--- config.mk ---
export PLATFORM = sky130hd
export DESIGN_NAME = utf8_to_utf16_decoder_unit_flat
export DESIGN_NICKNAME = d
export VERILOG_FILES = /design/src/rtl/core/ufd_pkg.sv /design/src/rtl/core/ufd_req_if.sv /design/src/rtl/core/ufd_rsp_if.sv /design/src/rtl/core/ufd_front.sv /design/src/rtl/core/ufd_fifo.sv /design/src/rtl/core/ufd_back.sv /design/src/rtl/core/utf8_to_utf16_decoder_unit.sv /design/src/flat_wrapper.sv
export VERILOG_INCLUDE_DIRS = /design/src /design/src/rtl/core
export SDC_FILE = /design/constraint.sdc
export NUM_CORES = 1
export LEC_CHECK = 0
export ABC_AREA = 1
export BUFFER_PORTS_ARGS = -buffer_cell sky130_fd_sc_hd__clkbuf_2
export CAP_MARGIN = 20
export CORE_AREA = 2 2 123 125
export DETAILED_ROUTE_END_ITERATION = 8
export DIE_AREA = 0 0 125 127
export SLEW_MARGIN = 25
export SYNTH_ARGS = -nofsm -noshare
export SYNTH_HDL_FRONTEND = slang
export SYNTH_SLANG_ARGS = --single-unit
--- constraint.sdc ---
create_clock -name clock -period 4.5 [get_ports clock]
set_clock_uncertainty 0.2 [all_clocks]
set_input_delay 0.9 -clock clock [delete_from_list [all_inputs] [get_ports clock]]
set_output_delay 0.9 -clock clock [all_outputs]
set_load 0.02 [all_outputs]
--- src/rtl/core/assert_macros.svh ---
// Assertion helpers. Every user module has clock and reset in scope.
`ifndef ASSERT_MACROS_SVH
`define ASSERT_MACROS_SVH

// Property checked on each rising clock edge outside reset.
`define UFD_ASSERT(label, prop, msg) \
   label: assert property (@(posedge clock) disable iff (reset) prop) else $error(msg);

// Condition that must never be true outside reset.
`define UFD_NEVER(label, expr, msg) \
   label: assert property (@(posedge clock) disable iff (reset) !(expr)) else $error(msg);

`endif

--- src/rtl/core/ufd_pkg.sv ---
package ufd_pkg;

   typedef enum logic [2:0] {
      ST_OK       = 3'd0,
      ST_STRAY    = 3'd1,
      ST_BAD_LEAD = 3'd2,
      ST_BAD_CONT = 3'd3,
      ST_TRUNC    = 3'd4,
      ST_RANGE    = 3'd5
   } status_type;

   // What the back end has to do for one queued entry.
   typedef enum logic [1:0] {
      K_UNIT  = 2'd0,
      K_PAIR  = 2'd1,
      K_ERROR = 2'd2
   } kind_type;

   localparam int CP_W = 21;

   typedef struct packed {
      kind_type         kind;
      logic [CP_W-1:0]  value;
      status_type       status;
      logic             eot;
   } entry_type;

   typedef struct packed {
      logic full;
      logic empty;
   } fifo_status_type;

   localparam logic [7:0] LEAD2_MIN  = 8'h80;
   localparam logic [7:0] LEAD2_LOW  = 8'hc0;
   localparam logic [7:0] LEAD3_LOW  = 8'he0;
   localparam logic [7:0] LEAD4_LOW  = 8'hf0;
   localparam logic [7:0] LEAD_LIMIT = 8'hf8;
   localparam logic [1:0] CONT_TAG   = 2'b10;

   localparam logic [CP_W-1:0] BMP_LIMIT     = 21'h010000;
   localparam logic [CP_W-1:0] UNICODE_LIMIT = 21'h110000;
   localparam logic [15:0]     HIGH_SURR     = 16'hd800;
   localparam logic [15:0]     LOW_SURR      = 16'hdc00;

endpackage

--- src/rtl/core/ufd_req_if.sv ---
interface ufd_req_if;
   logic       valid;
   logic       ready;
   logic [7:0] in_byte;
   logic       end_of_text;

   modport source (output valid, in_byte, end_of_text, input ready);
   modport sink (input valid, in_byte, end_of_text, output ready);
endinterface

--- src/rtl/core/ufd_rsp_if.sv ---
interface ufd_rsp_if;
   logic        valid;
   logic        ready;
   logic [15:0] code_unit;
   logic [2:0]  status;
   logic        last_of_run;
   logic        text_done;

   modport source (output valid, code_unit, status, last_of_run, text_done, input ready);
   modport sink (input valid, code_unit, status, last_of_run, text_done, output ready);
endinterface

--- src/rtl/core/ufd_front.sv ---
module ufd_front (
   input  logic                     clock,
   input  logic                     reset,
   ufd_req_if.sink                  req_ch,
   input  ufd_pkg::fifo_status_type q_stat,
   output logic                     push,
   output ufd_pkg::entry_type       push_entry
);
   `include "assert_macros.svh"

   logic [ufd_pkg::CP_W-1:0] acc_ff, acc_in;
   logic [1:0]               rem_ff, rem_in;
   logic                     disc_ff, disc_in;

   logic                     fire;
   logic                     fail;
   ufd_pkg::status_type      fail_st;
   logic [7:0]               b;
   logic                     eot;
   logic [ufd_pkg::CP_W-1:0] cp_next;
   logic [1:0]               rem_dec;

   assign req_ch.ready = !q_stat.full;
   assign fire = req_ch.valid && req_ch.ready;
   assign b    = req_ch.in_byte;
   assign eot  = req_ch.end_of_text;
   assign cp_next = {acc_ff[ufd_pkg::CP_W-7:0], b[5:0]};
   assign rem_dec = rem_ff - 2'd1;

   always_comb begin
      acc_in  = acc_ff;
      rem_in  = rem_ff;
      disc_in = disc_ff;
      fail    = 1'b0;
      fail_st = ufd_pkg::ST_OK;
      push    = 1'b0;
      push_entry = '{kind: ufd_pkg::K_UNIT, value: '0, status: ufd_pkg::ST_OK, eot: eot};
      if (fire) begin
         if (disc_ff) begin
            if (eot) begin
               disc_in = 1'b0;
            end
         end else if (rem_ff == 2'd0) begin
            if (b < ufd_pkg::LEAD2_MIN) begin
               push = 1'b1;
               push_entry.value = {{(ufd_pkg::CP_W-8){1'b0}}, b};
            end else if (b < ufd_pkg::LEAD2_LOW) begin
               fail    = 1'b1;
               fail_st = ufd_pkg::ST_STRAY;
            end else if (b < ufd_pkg::LEAD_LIMIT) begin
               if (b < ufd_pkg::LEAD3_LOW) begin
                  acc_in = {{(ufd_pkg::CP_W-5){1'b0}}, b[4:0]};
                  rem_in = 2'd1;
               end else if (b < ufd_pkg::LEAD4_LOW) begin
                  acc_in = {{(ufd_pkg::CP_W-4){1'b0}}, b[3:0]};
                  rem_in = 2'd2;
               end else begin
                  acc_in = {{(ufd_pkg::CP_W-3){1'b0}}, b[2:0]};
                  rem_in = 2'd3;
               end
               if (eot) begin
                  fail    = 1'b1;
                  fail_st = ufd_pkg::ST_TRUNC;
               end
            end else begin
               fail    = 1'b1;
               fail_st = ufd_pkg::ST_BAD_LEAD;
            end
         end else if (b[7:6] != ufd_pkg::CONT_TAG) begin
            fail    = 1'b1;
            fail_st = ufd_pkg::ST_BAD_CONT;
         end else begin
            acc_in = cp_next;
            rem_in = rem_dec;
            if (rem_dec == 2'd0) begin
               acc_in = '0;
               if (cp_next < ufd_pkg::BMP_LIMIT) begin
                  push = 1'b1;
                  push_entry.value = cp_next;
               end else if (cp_next < ufd_pkg::UNICODE_LIMIT) begin
                  push = 1'b1;
                  push_entry.kind  = ufd_pkg::K_PAIR;
                  push_entry.value = cp_next;
               end else begin
                  fail    = 1'b1;
                  fail_st = ufd_pkg::ST_RANGE;
               end
            end else if (eot) begin
               fail    = 1'b1;
               fail_st = ufd_pkg::ST_TRUNC;
            end
         end
         if (fail) begin
            acc_in  = '0;
            rem_in  = 2'd0;
            disc_in = !eot;
            push    = 1'b1;
            push_entry = '{kind: ufd_pkg::K_ERROR, value: '0, status: fail_st, eot: eot};
         end
      end
   end

   always_ff @(posedge clock) begin
      if (reset) begin
         acc_ff  <= '0;
         rem_ff  <= 2'd0;
         disc_ff <= 1'b0;
      end else begin
         acc_ff  <= acc_in;
         rem_ff  <= rem_in;
         disc_ff <= disc_in;
      end
   end

   // while dropping bytes no sequence can be open
   `UFD_NEVER(a_disc_no_open_seq, disc_ff && (rem_ff != 2'd0), "open sequence while discarding")
endmodule

--- src/rtl/core/ufd_fifo.sv ---
module ufd_fifo #(
   parameter int DEPTH = 4
) (
   input  logic                     clock,
   input  logic                     reset,
   input  logic                     push,
   input  ufd_pkg::entry_type       push_entry,
   input  logic                     pop,
   output ufd_pkg::entry_type       head,
   output ufd_pkg::fifo_status_type stat
);
   `include "assert_macros.svh"

   localparam int PTR_W = (DEPTH > 1) ? $clog2(DEPTH) : 1;
   localparam int CNT_W = $clog2(DEPTH + 1);

   ufd_pkg::entry_type mem_ff [DEPTH];
   logic [PTR_W-1:0]   wr_ff, wr_in, rd_ff, rd_in;
   logic [CNT_W-1:0]   cnt_ff, cnt_in;

   assign stat.full  = (cnt_ff == CNT_W'(DEPTH));
   assign stat.empty = (cnt_ff == '0);
   assign head       = mem_ff[rd_ff];

   always_comb begin
      wr_in  = wr_ff;
      rd_in  = rd_ff;
      cnt_in = cnt_ff;
      if (push) begin
         wr_in = (wr_ff == PTR_W'(DEPTH - 1)) ? '0 : wr_ff + 1'b1;
      end
      if (pop) begin
         rd_in = (rd_ff == PTR_W'(DEPTH - 1)) ? '0 : rd_ff + 1'b1;
      end
      if (push && !pop) begin
         cnt_in = cnt_ff + 1'b1;
      end else if (pop && !push) begin
         cnt_in = cnt_ff - 1'b1;
      end
   end

   always_ff @(posedge clock) begin
      if (reset) begin
         wr_ff  <= '0;
         rd_ff  <= '0;
         cnt_ff <= '0;
      end else begin
         wr_ff  <= wr_in;
         rd_ff  <= rd_in;
         cnt_ff <= cnt_in;
      end
   end

   always_ff @(posedge clock) begin
      if (push) begin
         mem_ff[wr_ff] <= push_entry;
      end
   end

   `UFD_NEVER(a_fifo_overflow, push && stat.full && !pop, "queue overflow")
   `UFD_NEVER(a_fifo_underflow, pop && stat.empty, "queue underflow")
endmodule

--- src/rtl/core/ufd_back.sv ---
module ufd_back (
   input  logic                     clock,
   input  logic                     reset,
   input  ufd_pkg::entry_type       head,
   input  ufd_pkg::fifo_status_type q_stat,
   output logic                     pop,
   ufd_rsp_if.source                rsp_ch
);
   `include "assert_macros.svh"

   logic        valid_ff, valid_in;
   logic [15:0] unit_ff, unit_in;
   logic [2:0]  status_ff, status_in;
   logic        last_ff, last_in;
   logic        done_ff, done_in;
   logic        half_ff, half_in;   // high surrogate already sent

   logic        load;
   logic [19:0] sv;

   assign load = !valid_ff || rsp_ch.ready;
   assign sv   = 20'(head.value - ufd_pkg::BMP_LIMIT);

   always_comb begin
      valid_in  = valid_ff;
      unit_in   = unit_ff;
      status_in = status_ff;
      last_in   = last_ff;
      done_in   = done_ff;
      half_in   = half_ff;
      pop       = 1'b0;
      if (load) begin
         valid_in = !q_stat.empty;
         if (!q_stat.empty) begin
            status_in = head.status;
            last_in   = 1'b1;
            done_in   = head.eot;
            pop       = 1'b1;
            case (head.kind)
               ufd_pkg::K_UNIT: begin
                  unit_in = head.value[15:0];
               end
               ufd_pkg::K_PAIR: begin
                  if (!half_ff) begin
                     unit_in = ufd_pkg::HIGH_SURR | {6'd0, sv[19:10]};
                     last_in = 1'b0;
                     done_in = 1'b0;
                     pop     = 1'b0;
                     half_in = 1'b1;
                  end else begin
                     unit_in = ufd_pkg::LOW_SURR | {6'd0, sv[9:0]};
                     half_in = 1'b0;
                  end
               end
               default: begin
                  unit_in = '0;
               end
            endcase
         end
      end
   end

   always_ff @(posedge clock) begin
      if (reset) begin
         valid_ff <= 1'b0;
         half_ff  <= 1'b0;
      end else begin
         valid_ff <= valid_in;
         half_ff  <= half_in;
      end
   end

   always_ff @(posedge clock) begin
      unit_ff   <= unit_in;
      status_ff <= status_in;
      last_ff   <= last_in;
      done_ff   <= done_in;
   end

   assign rsp_ch.valid       = valid_ff;
   assign rsp_ch.code_unit   = unit_ff;
   assign rsp_ch.status      = status_ff;
   assign rsp_ch.last_of_run = last_ff;
   assign rsp_ch.text_done   = done_ff;

   // the pair entry stays queued until its low half goes out
   `UFD_ASSERT(a_pair_held, half_ff |-> (!q_stat.empty && head.kind == ufd_pkg::K_PAIR), "pair entry lost")
endmodule

--- src/rtl/core/utf8_to_utf16_decoder_unit.sv ---
// UTF-8 to UTF-16 transcoder.
// req_ch carries one UTF-8 byte per transfer plus end_of_text on the last
// byte of a string. rsp_ch carries UTF-16 code units with a status code,
// last_of_run on the final result of a byte and text_done on the result
// that closes a string. Bytes that only extend a sequence give no result;
// a code point from 0x10000 to 0x10FFFF gives a high then a low surrogate.
// After an error one error result is sent and bytes are dropped up to and
// including the end-of-text byte.
// A result reaches rsp_ch through the queue, which the decode writes, and
// then the output register.
// Throughput: one byte per cycle while the queue is not full; a surrogate
// pair holds the queue head until its low half enters the output register.
// req_ch.ready drops only when the QUEUE_DEPTH-entry queue is full.
// When rsp_ch stalls, the output register holds its result and the queue
// fills; then req_ch stalls too. Nothing is lost.
// Reset clears the decode state, the queue and the output valid.
module utf8_to_utf16_decoder_unit #(
   parameter int QUEUE_DEPTH = 4
) (
   input  logic        clock,
   input  logic        reset,
   ufd_req_if.sink     req_ch,
   ufd_rsp_if.source   rsp_ch
);

   logic                     push, pop;
   ufd_pkg::entry_type       push_entry, head;
   ufd_pkg::fifo_status_type q_stat;

   ufd_front u_front (
      .clock      (clock),
      .reset      (reset),
      .req_ch     (req_ch),
      .q_stat     (q_stat),
      .push       (push),
      .push_entry (push_entry)
   );

   ufd_fifo #(.DEPTH(QUEUE_DEPTH)) u_fifo (
      .clock      (clock),
      .reset      (reset),
      .push       (push),
      .push_entry (push_entry),
      .pop        (pop),
      .head       (head),
      .stat       (q_stat)
   );

   ufd_back u_back (
      .clock  (clock),
      .reset  (reset),
      .head   (head),
      .q_stat (q_stat),
      .pop    (pop),
      .rsp_ch (rsp_ch)
   );

endmodule

--- src/flat_wrapper.sv ---
// flat-port wrapper written by rule: the top's interface ports become plain ports
module utf8_to_utf16_decoder_unit_flat 
#(
   parameter int QUEUE_DEPTH = 4
)
  (clock, reset, req_ch_valid, req_ch_in_byte, req_ch_end_of_text, req_ch_ready, rsp_ch_valid, rsp_ch_code_unit, rsp_ch_status, rsp_ch_last_of_run, rsp_ch_text_done, rsp_ch_ready);
  ufd_req_if req_ch_i ();
  ufd_rsp_if rsp_ch_i ();
  input  logic clock;
  input  logic reset;
  input wire logic [$bits(req_ch_i.valid)-1:0] req_ch_valid;
  input wire logic [$bits(req_ch_i.in_byte)-1:0] req_ch_in_byte;
  input wire logic [$bits(req_ch_i.end_of_text)-1:0] req_ch_end_of_text;
  output wire logic [$bits(req_ch_i.ready)-1:0] req_ch_ready;
  output wire logic [$bits(rsp_ch_i.valid)-1:0] rsp_ch_valid;
  output wire logic [$bits(rsp_ch_i.code_unit)-1:0] rsp_ch_code_unit;
  output wire logic [$bits(rsp_ch_i.status)-1:0] rsp_ch_status;
  output wire logic [$bits(rsp_ch_i.last_of_run)-1:0] rsp_ch_last_of_run;
  output wire logic [$bits(rsp_ch_i.text_done)-1:0] rsp_ch_text_done;
  input wire logic [$bits(rsp_ch_i.ready)-1:0] rsp_ch_ready;
  assign req_ch_i.valid = req_ch_valid;
  assign req_ch_i.in_byte = req_ch_in_byte;
  assign req_ch_i.end_of_text = req_ch_end_of_text;
  assign req_ch_ready = req_ch_i.ready;
  assign rsp_ch_valid = rsp_ch_i.valid;
  assign rsp_ch_code_unit = rsp_ch_i.code_unit;
  assign rsp_ch_status = rsp_ch_i.status;
  assign rsp_ch_last_of_run = rsp_ch_i.last_of_run;
  assign rsp_ch_text_done = rsp_ch_i.text_done;
  assign rsp_ch_i.ready = rsp_ch_ready;
  utf8_to_utf16_decoder_unit #(.QUEUE_DEPTH(QUEUE_DEPTH)) u_core (.clock(clock), .reset(reset), .req_ch(req_ch_i), .rsp_ch(rsp_ch_i));
endmodule
==> run_results.csv <==
group,metric,value,unit
critical_path,start_kind,"flip-flop",
synthesis,synth.avg_cell_area,10.9,um^2
outcome,outcome,"finished clean",
synthesis,synth.distinct_cells,40,
layout,diodes,0,
synthesis,synth_nets,639,
layout,seq_area,4330,um^2
routing,avgRoutedWirePerCell,16.4,um
layout,layout-area-overhead-vs-synth,14.5,%
clocking,clkTransAtPathRegs,60,ps
critical_path,cp_max_fo,52,
routing,totalWireLength,14.0,mm
synthesis,synth_top_cell_by_area,"edfxtp_1",
synthesis,synth_warnings,0,
synthesis,yosys.area.top_type_share,55.5,%
global_route,grt_usage,18.6,%
global_route,antenna_found_initial,0,
routing,num_vias,4470,
layout,layout-drive-gt1-share,21.0,%
power,power_density,638,nW/um^2
clocking,cts_made_buffers,17,
synthesis,synthCells,618,
routing,vias_per_cell,5.23,
critical_path,crit_type,"reg2reg",
placement,io_buffers,35,
critical_path,cp-end-kind,"flip-flop",
routing,first_pass_iters,4,
die,floorplan.initialDensity,46.9,%
synthesis,synth_commonest_cells,"125 x edfxtp_1, 112 x nand2_1, 76 x nor2_1",
layout,multi_input_area,2050,um^2
sta,fmax,335,MHz
critical_path,cp.required,4610,ps
clocking,cts_resized,0,
synthesis,synth_ff_type,"edfxtp_1",
synthesis,synth_area_leaders,"edfxtp_1 56%, dfxtp_1 8.6%, nand2_1 6.2%",
critical_path,arrival,3100,ps
die,die_h,127,um
clocking,clockBufferDepth,2,
global_route,grt_max_degree,53,
die,die_area,15900,um^2
min_path,hold_class,"reg2reg",
die,rows,44,
synthesis,synth.most_common_cell,"edfxtp_1",
placement,dpl_worst_slack,1330,ps
clocking,cts_tree,"built",
clocking,post_cts_buffers,0,
sta,hold_viol_final,0,
sta,setup_tns,0,ps
sta,min_period_over_period,66.4,%
sta,worst_pin_slew,782,ps
routing,first_iter_violations,258,
sta,slew_headroom,47.8,%
global_route,overflow,0,
routing,drcViolationCount,0,
placement,gp_congestion,0.792,
clocking,clkLatencyLatePin,430,ps
global_route,grt_pass1_wl,22.6,mm
clocking,h-tree-depth,4,
power,peakVddDrop,0.241,mV
die,io_pins,36,
clocking,holdBufCountCts,0,
job,cap_violations,0,
global_route,grt_pass1_vias,4317,
power,leakage,0.00289,uW
layout,fill_cells,1245,
synthesis,async_flop_share,0,%
placement,dp_hpwl,9.25,mm
sta,layout_setup_ws,1510,ps
clocking,cts-root-buf,"clkbuf_16",
routing,ant_nets,0,
die,fp.dieW,125,um
layout,final_util,53.6,%
sta,period_minus_slack,2990,ps
sta,fin_hold_ws,283,ps
sta,setup_viol,0,
power,total_power,4930,uW
synthesis,seq_area_frac_synth,64.1,%
layout,nets,679,
clocking,clock-sinks,154,
sta,maxSlewViolCount,0,
synthesis,ys_ff_latch,154,
synthesis,synth_edf_count,125,
synthesis,synth_area,6760,um^2
die,core_area,14400,um^2
sta,rsz0062_at_grt,"no",
placed cells by master (no fill, tap or decap), types with 2 or more instances in the layout:
| cell type | Yosys | layout |
|---|---|---|
| nor2_8 | 2 | 2 |
| inv_1 | 52 | 52 |
| edfxtp_1 | 125 | 125 |
| nand3_4 | 3 | 3 |
| bufinv_16 | 0 | 4 |
| nand3_2 | 11 | 11 |
| nor3_1 | 3 | 3 |
| a22oi_1 | 3 | 3 |
| nand3_1 | 23 | 23 |
| o21ai_0 | 49 | 49 |
| a21oi_2 | 10 | 11 |
| ha_1 | 7 | 7 |
| clkbuf_2 | 0 | 35 |
| clkinv_2 | 1 | 5 |
| nand4_1 | 3 | 3 |
| inv_4 | 3 | 3 |
| o22ai_1 | 18 | 18 |
| dfxtp_1 | 29 | 29 |
| clkbuf_8 | 0 | 3 |
| nor3_2 | 4 | 4 |
| inv_2 | 8 | 8 |
| clkbuf_1 | 7 | 3 |
| nor2_4 | 2 | 2 |
| nor2_1 | 76 | 72 |
| clkinv_1 | 1 | 2 |
| nand2_1 | 112 | 112 |
| buf_4 | 1 | 9 |
| nand2_2 | 8 | 8 |
| nand2_4 | 8 | 8 |
| a21oi_1 | 22 | 21 |
| clkbuf_16 | 0 | 17 |
| nor2_2 | 3 | 7 |
where the power goes:
group | leakage (uW) | internal, uW | switching, uW | total [uW]
combinational | 0.00124 | 423 | 1050 | 1480
clock | 0.000308 | 966 | 527 | 1490
sequential | 0.00134 | 1870 | 93.0 | 1960
total | 0.00289 | 3260 | 1670 | 4930
worst max-delay path, stage by stage, from the launching register on:
cell	delay, ps
dfxtp_1	320
buf_4	250
inv_4	250
nand2_1	120
nand3_1	80
nand2_2	210
nand3_4	170
nand2_1	170
ha_1	160
inv_1	70
fa_1	390
a21oi_1	150
o21ai_0	110
o21ai_0	150
a21oi_1	50
per-layer routing:
| layer | global-route usage [%] | up-vias | share of wire [%] |
|---|---|---|---|
| li1 | - | 2191 | - |
| met4 | 8.04 | 0 | 2.3 |
| met3 | 4.23 | 24 | 4.5 |
| met1 | 24.8 | 2152 | 46 |
| met2 | 29.7 | 103 | 47 |
| met5 | 0 | - | 0 |
final cells by class:
type | count | share of cell area, %
Timing Repair Buffer | 44 | 3.14
Clock inverter | 9 | 1.86
Clock buffer | 23 | 6.18
Multi-Input combinational cell | 376 | 26.5
Tap cell | 184 | 2.98
Inverter | 65 | 3.27
Sequential cell | 154 | 56.0
sequential cells by signal, summed over array words and instances, names as in the netlist, 2 cells and up, named ones only:
signal and cells:
u_core.u_front.rem_ff 2, u_core.u_back.rsp_ch.status 3, u_core.u_fifo.mem_ff 104, u_core.u_back.rsp_ch.code_unit 16
u_core.u_fifo.cnt_ff 3, u_core.u_fifo.wr_ff 2, u_core.u_fifo.rd_ff 2, u_core.u_front.acc_ff 15
logic make-up after synthesis:
logic type      count (synthesis)  synth area share, %
compound gates                105                 8.87
buf+inv                        88                 5.70
flops                         154                 64.1
xor+xnor                        2                0.259
simple gates                  261                 19.4
fa+ha+maj                       8                 1.59
stage by stage:
| stage | area, um^2 | cells |
|---|---|---|
| CTS | 7730 | 855 |
| global placement | 7110 | 823 |
| global route | 7730 | 855 |
| detailed placement | 7110 | 823 |
| finish | 7730 | 855 |
| floorplan | 6760 | 618 |
worst paths after layout:
kind / slack (ps) / endpoint / cells after the start / start
max: 1510 / u_core.u_fifo.cnt_ff[2] / 14 / flip-flop
min: 280 / u_core.u_front.acc_ff[9] / 2 / u_core.u_front.acc_ff[9]
max reg2reg: 1510 / u_core.u_fifo.cnt_ff[2] / 14 / flip-flop
min reg2reg: 280 / u_core.u_front.acc_ff[9] / 2 / u_core.u_front.acc_ff[9]
(Power assumes the default switching activity.)
